**config.mk**
```make
export PLATFORM = sky130hd
export DESIGN_NAME = stepper_command_pulse_controller
export DESIGN_NICKNAME = d
export VERILOG_FILES = /design/src/rtl/core/scpc_pkg.sv /design/src/rtl/core/stepper_command_pulse_controller.sv
export VERILOG_INCLUDE_DIRS = /design/src /design/src/rtl/core
export SDC_FILE = /design/constraint.sdc
export NUM_CORES = 1
export LEC_CHECK = 0
export ABC_AREA = 1
export BUFFER_PORTS_ARGS = -buffer_cell sky130_fd_sc_hd__buf_2
export CAP_MARGIN = 40
export CELL_PAD_IN_SITES_DETAIL_PLACEMENT = 0
export CELL_PAD_IN_SITES_GLOBAL_PLACEMENT = 2
export CORE_MARGIN = 2
export CORE_UTILIZATION = 35
export CTS_BUF_LIST = sky130_fd_sc_hd__clkbuf_8
export CTS_CLUSTER_DIAMETER = 60
export DETAILED_ROUTE_END_ITERATION = 8
export MAX_ROUTING_LAYER = met4
export PLACE_DENSITY = 0.8
export SLEW_MARGIN = 20
export SYNTH_ARGS = -nofsm -noshare
export SYNTH_HDL_FRONTEND = slang
export SYNTH_SLANG_ARGS = --single-unit
```
**constraint.sdc**
```tcl
create_clock -name i_clk -period 5.7 [get_ports i_clk]
set_input_delay 0.57 -clock i_clk [delete_from_list [all_inputs] [get_ports i_clk]]
set_output_delay 0.57 -clock i_clk [all_outputs]
set_load 0.03 [all_outputs]
```
**src/rtl/core/stepper_command_pulse_controller_assert.svh**
```systemverilog
// Assertion macros for the stepper command and pulse controller.
// Included by the top level; depends on nothing else.
`ifndef STEPPER_COMMAND_PULSE_CONTROLLER_ASSERT_SVH
`define STEPPER_COMMAND_PULSE_CONTROLLER_ASSERT_SVH

// Same-cycle implication, checked outside reset.
`define SCPC_ASSERT_NOW(label, clk, rst_n, ante, cons) \
    label: assert property (@(posedge clk) disable iff (!rst_n) (ante) |-> (cons)) \
        else $error("scpc: same-cycle check failed");

// Next-cycle implication, checked outside reset.
`define SCPC_ASSERT_NEXT(label, clk, rst_n, ante, cons) \
    label: assert property (@(posedge clk) disable iff (!rst_n) (ante) |=> (cons)) \
        else $error("scpc: next-cycle check failed");

`endif

```
**src/rtl/core/scpc_pkg.sv**
```systemverilog
// Shared types, character codes and arithmetic helpers for the stepper
// command and pulse controller. No dependencies.
package scpc_pkg;

    // Word widths.
    localparam int CHAR_W  = 8;
    localparam int NUM_W   = 16;
    localparam int CSEL_W  = 3;
    localparam int OUT_W   = 48;

    // Reset and setup values.
    localparam logic [NUM_W-1:0]  SETUP_PERIOD  = 16'd9999;
    localparam logic [NUM_W-1:0]  SETUP_MATCH_B = 16'd5;
    localparam logic [NUM_W-1:0]  WALK_STEPS    = 16'd1000;
    localparam logic [CSEL_W-1:0] RESET_CSEL    = 3'd2;

    // Reciprocal of ten for 16-bit operands: q = (x * 52429) >> 19.
    localparam logic [NUM_W-1:0] DIV10_MUL   = 16'd52429;
    localparam int               DIV10_SHIFT = 19;

    // Item kinds on the input user field.
    localparam logic OP_CHAR = 1'b0;
    localparam logic OP_TICK = 1'b1;

    // Character codes.
    localparam logic [CHAR_W-1:0] CH_NUL   = 8'h00;
    localparam logic [CHAR_W-1:0] CH_BS    = 8'h08;
    localparam logic [CHAR_W-1:0] CH_SPACE = 8'h20;
    localparam logic [CHAR_W-1:0] CH_0     = 8'h30;
    localparam logic [CHAR_W-1:0] CH_9     = 8'h39;
    localparam logic [CHAR_W-1:0] CH_A     = 8'h61;
    localparam logic [CHAR_W-1:0] CH_B     = 8'h62;
    localparam logic [CHAR_W-1:0] CH_C     = 8'h63;
    localparam logic [CHAR_W-1:0] CH_D     = 8'h64;
    localparam logic [CHAR_W-1:0] CH_E     = 8'h65;
    localparam logic [CHAR_W-1:0] CH_L     = 8'h6C;
    localparam logic [CHAR_W-1:0] CH_P     = 8'h70;
    localparam logic [CHAR_W-1:0] CH_R     = 8'h72;
    localparam logic [CHAR_W-1:0] CH_S     = 8'h73;
    localparam logic [CHAR_W-1:0] CH_T     = 8'h74;
    localparam logic [CHAR_W-1:0] CH_U     = 8'h75;
    localparam logic [CHAR_W-1:0] CH_W     = 8'h77;

    // Result word, packed from the lowest bit up (last member is bit 0).
    typedef struct packed {
        logic             pad;
        logic [NUM_W-1:0] entry_value;
        logic [NUM_W-1:0] steps_left;
        logic             drive_off;
        logic             direction;
        logic             strobe_level;
        logic             step_pulse;
        logic             sent_unknown;
        logic             sent_backspace;
        logic [CHAR_W-1:0] echo_char;
        logic             echo_valid;
    } t_result;

    // Unsigned divide by ten through a reciprocal multiply.
    function automatic logic [NUM_W-1:0] div10(input logic [NUM_W-1:0] x);
        logic [2*NUM_W-1:0] prod;
        prod = {{NUM_W{1'b0}}, x} * {{NUM_W{1'b0}}, DIV10_MUL};
        return {{(DIV10_SHIFT-NUM_W){1'b0}}, prod[2*NUM_W-1:DIV10_SHIFT]};
    endfunction

    // Entry times ten plus a digit, wrapping modulo 2^16.
    function automatic logic [NUM_W-1:0] mul10_add(input logic [NUM_W-1:0] x,
                                                   input logic [3:0] d);
        logic [NUM_W-1:0] x8;
        logic [NUM_W-1:0] x2;
        x8 = x << 3;
        x2 = x << 1;
        return x8 + x2 + {{(NUM_W-4){1'b0}}, d};
    endfunction

endpackage

```
**src/rtl/core/stepper_command_pulse_controller.sv**
```systemverilog
// Top level of the stepper command and pulse controller: input register,
// command and timer logic, result register. Depends on scpc_pkg and the
// assertion header stepper_command_pulse_controller_assert.svh.
//
//  channel  | dir | tdata                         | tuser
//  ---------+-----+-------------------------------+------------------------
//  s_axis   | in  | char_code[7:0]                | opcode (0 char, 1 tick)
//  m_axis   | out | result word, 48 bits (below)  | none
//
// One word is accepted per clock while m_axis does not stall. A word is
// held in the input register, is decoded there against the controller
// state and lands in the result register. The state update and the
// single decode stage set the rate of one word per clock. A stall on
// m_axis holds the result register and then the input register;
// s_axis_tready drops only when both are full.
// Reset is synchronous and active low and restores the valid flags and all controller state.
module stepper_command_pulse_controller (
    input  logic                          i_clk,
    input  logic                          i_rst_n,
    input  logic                          s_axis_tvalid,
    output logic                          s_axis_tready,
    input  logic [scpc_pkg::CHAR_W-1:0]   s_axis_tdata,   // [7:0] char_code
    input  logic                          s_axis_tuser,   // [0] opcode
    output logic                          m_axis_tvalid,
    input  logic                          m_axis_tready,
    // [0] echo_valid, [8:1] echo_char, [9] sent_backspace, [10] sent_unknown,
    // [11] step_pulse, [12] strobe_level, [13] direction, [14] drive_off,
    // [30:15] steps_left, [46:31] entry_value, [47] zero
    output logic [scpc_pkg::OUT_W-1:0]    m_axis_tdata
);
    import scpc_pkg::*;

    // Input register.
    logic              r_in_valid;
    logic              r_in_op;
    logic [CHAR_W-1:0] r_in_char;

    // Result register.
    logic    r_out_valid;
    t_result r_out;
    t_result n_res;

    // Controller state.
    logic [NUM_W-1:0]  r_entry,  n_entry;
    logic              r_active, n_active;
    logic [NUM_W-1:0]  r_steps,  n_steps;
    logic              r_dir,    n_dir;
    logic              r_off,    n_off;
    logic              r_strobe, n_strobe;
    logic              r_phase,  n_phase;
    logic [NUM_W-1:0]  r_timer,  n_timer;
    logic [NUM_W-1:0]  r_period, n_period;
    logic [NUM_W-1:0]  r_match_b, n_match_b;
    logic [CSEL_W-1:0] r_csel,   n_csel;

    logic advance;
    logic fire;

    // Handshake: the result register frees when empty or taken downstream.
    assign advance       = !r_out_valid || m_axis_tready;
    assign fire          = r_in_valid && advance;
    assign s_axis_tready = !r_in_valid || advance;
    assign m_axis_tvalid = r_out_valid;
    assign m_axis_tdata  = r_out;

    // Decode of one word against the current state.
    always_comb begin
        n_entry   = r_entry;
        n_active  = r_active;
        n_steps   = r_steps;
        n_dir     = r_dir;
        n_off     = r_off;
        n_strobe  = r_strobe;
        n_phase   = r_phase;
        n_timer   = r_timer;
        n_period  = r_period;
        n_match_b = r_match_b;
        n_csel    = r_csel;
        n_res     = '0;

        if (r_in_op == OP_CHAR) begin
            if (r_in_char != CH_NUL) begin
                n_res.echo_valid = 1'b1;
                n_res.echo_char  = r_in_char;
                if (r_in_char == CH_BS) begin
                    n_entry = div10(r_entry);
                end else if (r_in_char inside {[CH_0:CH_9]}) begin
                    // A digit after a command character, or after reset, starts a new number.
                    n_entry  = r_active ? mul10_add(r_entry, r_in_char[3:0])
                                        : {{(NUM_W-4){1'b0}}, r_in_char[3:0]};
                    n_active = 1'b1;
                end else begin
                    n_res.sent_backspace = 1'b1;
                    n_active = 1'b0;
                    case (r_in_char)
                        CH_SPACE: n_steps = '0;
                        CH_A: begin
                            n_timer  = '0;
                            n_period = r_entry;
                        end
                        CH_B: n_match_b = r_entry;
                        CH_C: begin
                            n_csel    = r_entry[CSEL_W-1:0];
                            n_timer   = '0;
                            n_period  = SETUP_PERIOD;
                            n_match_b = SETUP_MATCH_B;
                        end
                        CH_D: n_off = 1'b1;
                        CH_E: n_off = 1'b0;
                        CH_L: n_dir = 1'b1;
                        CH_R: n_dir = 1'b0;
                        CH_P, CH_U: begin
                        end
                        CH_W: begin
                            n_entry = WALK_STEPS;
                            n_steps = WALK_STEPS;
                        end
                        CH_S: n_steps = r_entry;
                        CH_T: begin
                            n_strobe = r_phase;
                            n_phase  = !r_phase;
                        end
                        default: n_res.sent_unknown = 1'b1;
                    endcase
                end
            end
        end else if (r_csel != '0) begin
            // Timer tick: clear on compare match and issue a step if any remain.
            if (r_timer == r_period) begin
                n_timer = '0;
                if (r_steps != '0) begin
                    n_steps          = r_steps - 1'b1;
                    n_strobe         = 1'b0;
                    n_res.step_pulse = 1'b1;
                end
            end else begin
                n_timer = r_timer + 1'b1;
            end
        end

        n_res.strobe_level = n_strobe;
        n_res.direction    = n_dir;
        n_res.drive_off    = n_off;
        n_res.steps_left   = n_steps;
        n_res.entry_value  = n_entry;
    end

    // Pipeline registers and controller state.
    always_ff @(posedge i_clk) begin
        if (!i_rst_n) begin
            r_in_valid  <= 1'b0;
            r_out_valid <= 1'b0;
            r_entry     <= '0;
            r_active    <= 1'b0;
            r_steps     <= '0;
            r_dir       <= 1'b0;
            r_off       <= 1'b0;
            r_strobe    <= 1'b0;
            r_phase     <= 1'b0;
            r_timer     <= '0;
            r_period    <= SETUP_PERIOD;
            r_match_b   <= SETUP_MATCH_B;
            r_csel      <= RESET_CSEL;
        end else begin
            if (s_axis_tready) begin
                r_in_valid <= s_axis_tvalid;
            end
            if (advance) begin
                r_out_valid <= r_in_valid;
            end
            if (fire) begin
                r_entry   <= n_entry;
                r_active  <= n_active;
                r_steps   <= n_steps;
                r_dir     <= n_dir;
                r_off     <= n_off;
                r_strobe  <= n_strobe;
                r_phase   <= n_phase;
                r_timer   <= n_timer;
                r_period  <= n_period;
                r_match_b <= n_match_b;
                r_csel    <= n_csel;
            end
        end
    end

    // Payload registers carry no reset.
    always_ff @(posedge i_clk) begin
        if (s_axis_tready && s_axis_tvalid) begin
            r_in_op   <= s_axis_tuser;
            r_in_char <= s_axis_tdata;
        end
        if (fire) begin
            r_out <= n_res;
        end
    end

`include "stepper_command_pulse_controller_assert.svh"

    // A step pulse never comes with an echoed character.
    `SCPC_ASSERT_NOW(a_pulse_no_echo, i_clk, i_rst_n,
        r_out_valid && r_out.step_pulse, !r_out.echo_valid)
    // An unknown command always comes with a backspace and an echo in the same result word.
    `SCPC_ASSERT_NOW(a_unknown_has_bs, i_clk, i_rst_n,
        r_out_valid && r_out.sent_unknown, r_out.sent_backspace && r_out.echo_valid)
    // A stopped timer ignores ticks.
    `SCPC_ASSERT_NEXT(a_stopped_timer, i_clk, i_rst_n,
        fire && (r_in_op == OP_TICK) && (r_csel == '0), $stable(r_timer))
    // Each issued pulse takes exactly one step off the count.
    `SCPC_ASSERT_NEXT(a_pulse_counts, i_clk, i_rst_n,
        fire && n_res.step_pulse, r_steps == $past(r_steps) - 1'b1)

endmodule
```
==> results.yml <==
detailed_routing:
  top_layer: "met4"
  drc: 0
  vias: 11467
  met2_length_mm: 18.7
  drt_iter0_drc: 784
  routed_via_density: 4.92
  dr_wl_met3_mm: 2.04
  final_antenna_net_count: 0
  met1_length_mm: 20.7
  route.detailed.wl_per_inst_um: 18.2
  drt-total-wl_mm: 42.3
  drtPass1Iterations: 5
die:
  fp.dieArea_mm2: 0.0388
  core_area_mm2: 0.0367
  dieHeight_um: 197
  io_pins: 63
  rows: 70
  start_util_pct: 35.5
  die_x_um: 197
placement:
  io_buffers: 61
  pre_cts_ws_ns: -0.233
  dpl.hpwl_mm: 34.2
  place_congestion: 0.912
  place_area_mm2: 0.0140
logic_synthesis:
  synth_warnings: 0
  syn_nets: 2019
  synth-main-ff-cell: "dfxtp_1"
  ys_types: 53
  async_reset_ff_share_pct: 0
  ys_seq_area_share_pct: 24.3
  synth_edf_count: 56
  synth_top_area_share_pct: 15.4
  syn_area_mm2: 0.0130
  synthTopCellsByArea: "ha_1, edfxtp_1, fa_1"
  yosysTopAreaCell: "ha_1"
  synth_seq_cells: 130
  syn_area_per_cell_um2: 7.39
  synth_cells: 1764
sta:
  holdWs_ns: 0.267
  setup_viol: 0
  rsz0062_at_grt: "true"
  period_needed_ns: 5.41
  max_slew.worst_pin.slew_ns: 0.762
  slew_headroom_pct: 49.2
  fin_worst_skew_ns: 0.0215
  fin_crit_sh_pct: 94.9
  maxSlewViolCount: 0
  hold_violations: 0
  setup_ws_ns: 0.292
  fmax_mhz: 185
  final.setup.tns_ns: 0
layout:
  num-nets-final: 2101
  regArea_mm2: 0.00318
  fillers: 3860
  fin_area_mm2: 0.0146
  syn2layout_area_growth_pct: 11.7
  drive_above_1_share_pct: 10.9
  multi_input_area_mm2: 0.00838
clock_tree:
  cts_tree: "built"
  cts_hold_buffers: 0
  cts.path.max_buffers: 2
  insertion_delay_ns: 0.48
  cts_buffers: 17
  htreeDepth: 4
  root_buffer: "clkbuf_8"
  clkSinkCount: 130
  path_clk_slew_ns: 0.09
setup_path:
  critPathLaunch: "r_entry[0]"
  cp.arrival_ns: 5.78
  crit_type: "register to register"
  worst_setup_path_start_kind: "register"
  cp_data_required_time_ns: 6.07
  worstReg2RegStart: "r_entry[0]"
  path_max_fanout: 7
  end_kind: "register"
flow_run:
  cap_violations: 0
global_route:
  grt_pass1_vias: 11263
  grt_max_degree: 49
  track_usage_pct: 23.2
  grt_pass1_wl_mm: 66.2
  overflow: 0
  antenna_found_initial: 3
min_path:
  hp-class: "primary input to register"
  min_from: "s_axis_tdata[3]"
power_and_ir_drop:
  power_density_mw_per_mm2: 276
  p_leak_uw: 0.00772
  ir_drop_mv: 0.138
run_status:
  outcome: "finished, final reports clean"
[registers in the layout, indices dropped and copies added, names as in the netlist]
register / cells
r_off: 1
r_in_valid: 1
r_dir: 1
m_axis_tvalid: 1
r_active: 1
r_period: 16
r_in_op: 1
m_axis_tdata: 47
r_timer: 16
r_in_char: 8
r_strobe: 1
r_entry: 16
r_phase: 1
r_csel: 3
r_steps: 16
[timing repair]
| item | CTS | global route |
|---|---|---|
| endpoints found under the setup margin | 6 | 19 |
| setup buffers | 0 | 0 |
| gates resized for setup | 3 | 24 |
| pin swaps | 0 | 2 |
[worst paths after layout]
check,slack [ns],endpoint,depth (start not counted)
worst min register to register,0.49,r_period[4],2
worst max-delay path,0.29,r_entry[1],24
worst max register to register,0.29,r_entry[1],24
worst min-delay path,0.27,r_in_char[3],1
[layout by cell type (no fill, tap or decap), drive strengths merged, types with 2 or more instances in the layout]
| master | n |
|---|---|
| nand2 | 419 |
| inv | 376 |
| ha | 161 |
| nor2 | 143 |
| a21oi | 105 |
| nand3 | 104 |
| buf | 94 |
| fa | 81 |
| o21ai | 78 |
| dfxtp | 74 |
| edfxtp | 56 |
| nor3 | 24 |
| nand4 | 19 |
| xor2 | 18 |
| clkbuf | 17 |
| a211oi | 11 |
| o211ai | 9 |
| xnor2 | 7 |
| clkinv | 7 |
| a21o | 6 |
| nor4 | 6 |
| or2 | 6 |
| and2 | 5 |
| o22ai | 5 |
| bufinv | 5 |
| o21bai | 4 |
| a31oi | 4 |
| o21a | 3 |
| diode | 2 |
| o31ai | 2 |
| nand3b | 2 |
| clkinvlp | 2 |
[power by group]
group	leakage, uW	internal [uW]	total [uW]	switching [uW]
Clock	0.000227	526	975	449
Combinational	0.00635	671	1980	1310
Sequential	0.00114	1020	1060	44.3
[synthesized netlist by cell type, drive strengths merged, types with 18 or more instances]
cell	count
edfxtp	56
nor3	24
xor2	18
fa	81
inv	373
a21oi	105
nor2	143
nand3	104
dfxtp	74
o21ai	78
ha	161
nand4	19
nand2	419
[kinds of logic after synthesis]
| kind of cell | Yosys count | synth area share, % |
|---|---|---|
| flops | 130 | 24.3 |
| simple gates | 729 | 24.1 |
| buf+inv | 406 | 12.1 |
| other cells | 1 | 0.0288 |
| compound gates | 231 | 9.96 |
| xor+xnor | 25 | 1.68 |
| fa+ha+maj | 242 | 27.9 |
[routing by layer]
layer,vias to the layer above,GRT usage [%]
li1,5766,-
met1,5387,32.2
met2,269,35.0
met3,45,4.10
met4,0,5.96
met5,-,-
[area by class of cell]
cell class | count | area share (%)
sequential | 130 | 21.8
tap | 468 | 4.02
multi-input combinational | 1228 | 57.5
inverter | 375 | 9.69
clock buffer | 17 | 1.61
antenna | 2 | 0.0343
timing repair buffer | 94 | 3.80
clock inverter | 15 | 1.56
[stage by stage]
stage / std cells / power, uW / utilization (%)
6_report: 2329 / 4020 / 39.7
5_1_grt: 2329 / 4380 / 39.7
4_1_cts: 2327 / 4010 / 39.5
3_5_place_dp: 2295 / 3010 / 38.2
3_3_place_gp: 2295 / 3020 / 38.2
2_1_floorplan: 1764 / 2440 / -
[critical path, stage by stage (launching register included)]
cell and delay, ns:
dfxtp_1 0.54, ha_1 0.36, ha_1 0.30, inv_1 0.05, fa_1 0.53, inv_1 0.05
fa_1 0.50, fa_1 0.55, inv_1 0.06, fa_1 0.58, inv_1 0.06, ha_1 0.33
nand2_1 0.14, inv_1 0.06, nand2_1 0.06, nand3_1 0.12, nand2_1 0.09, nand2_1 0.08
inv_1 0.08, nand2_1 0.06, nand2_1 0.05, nand3_1 0.13, nand2_1 0.12, nand2_1 0.09
a21oi_2 0.31
(Power assumes the default switching activity.)
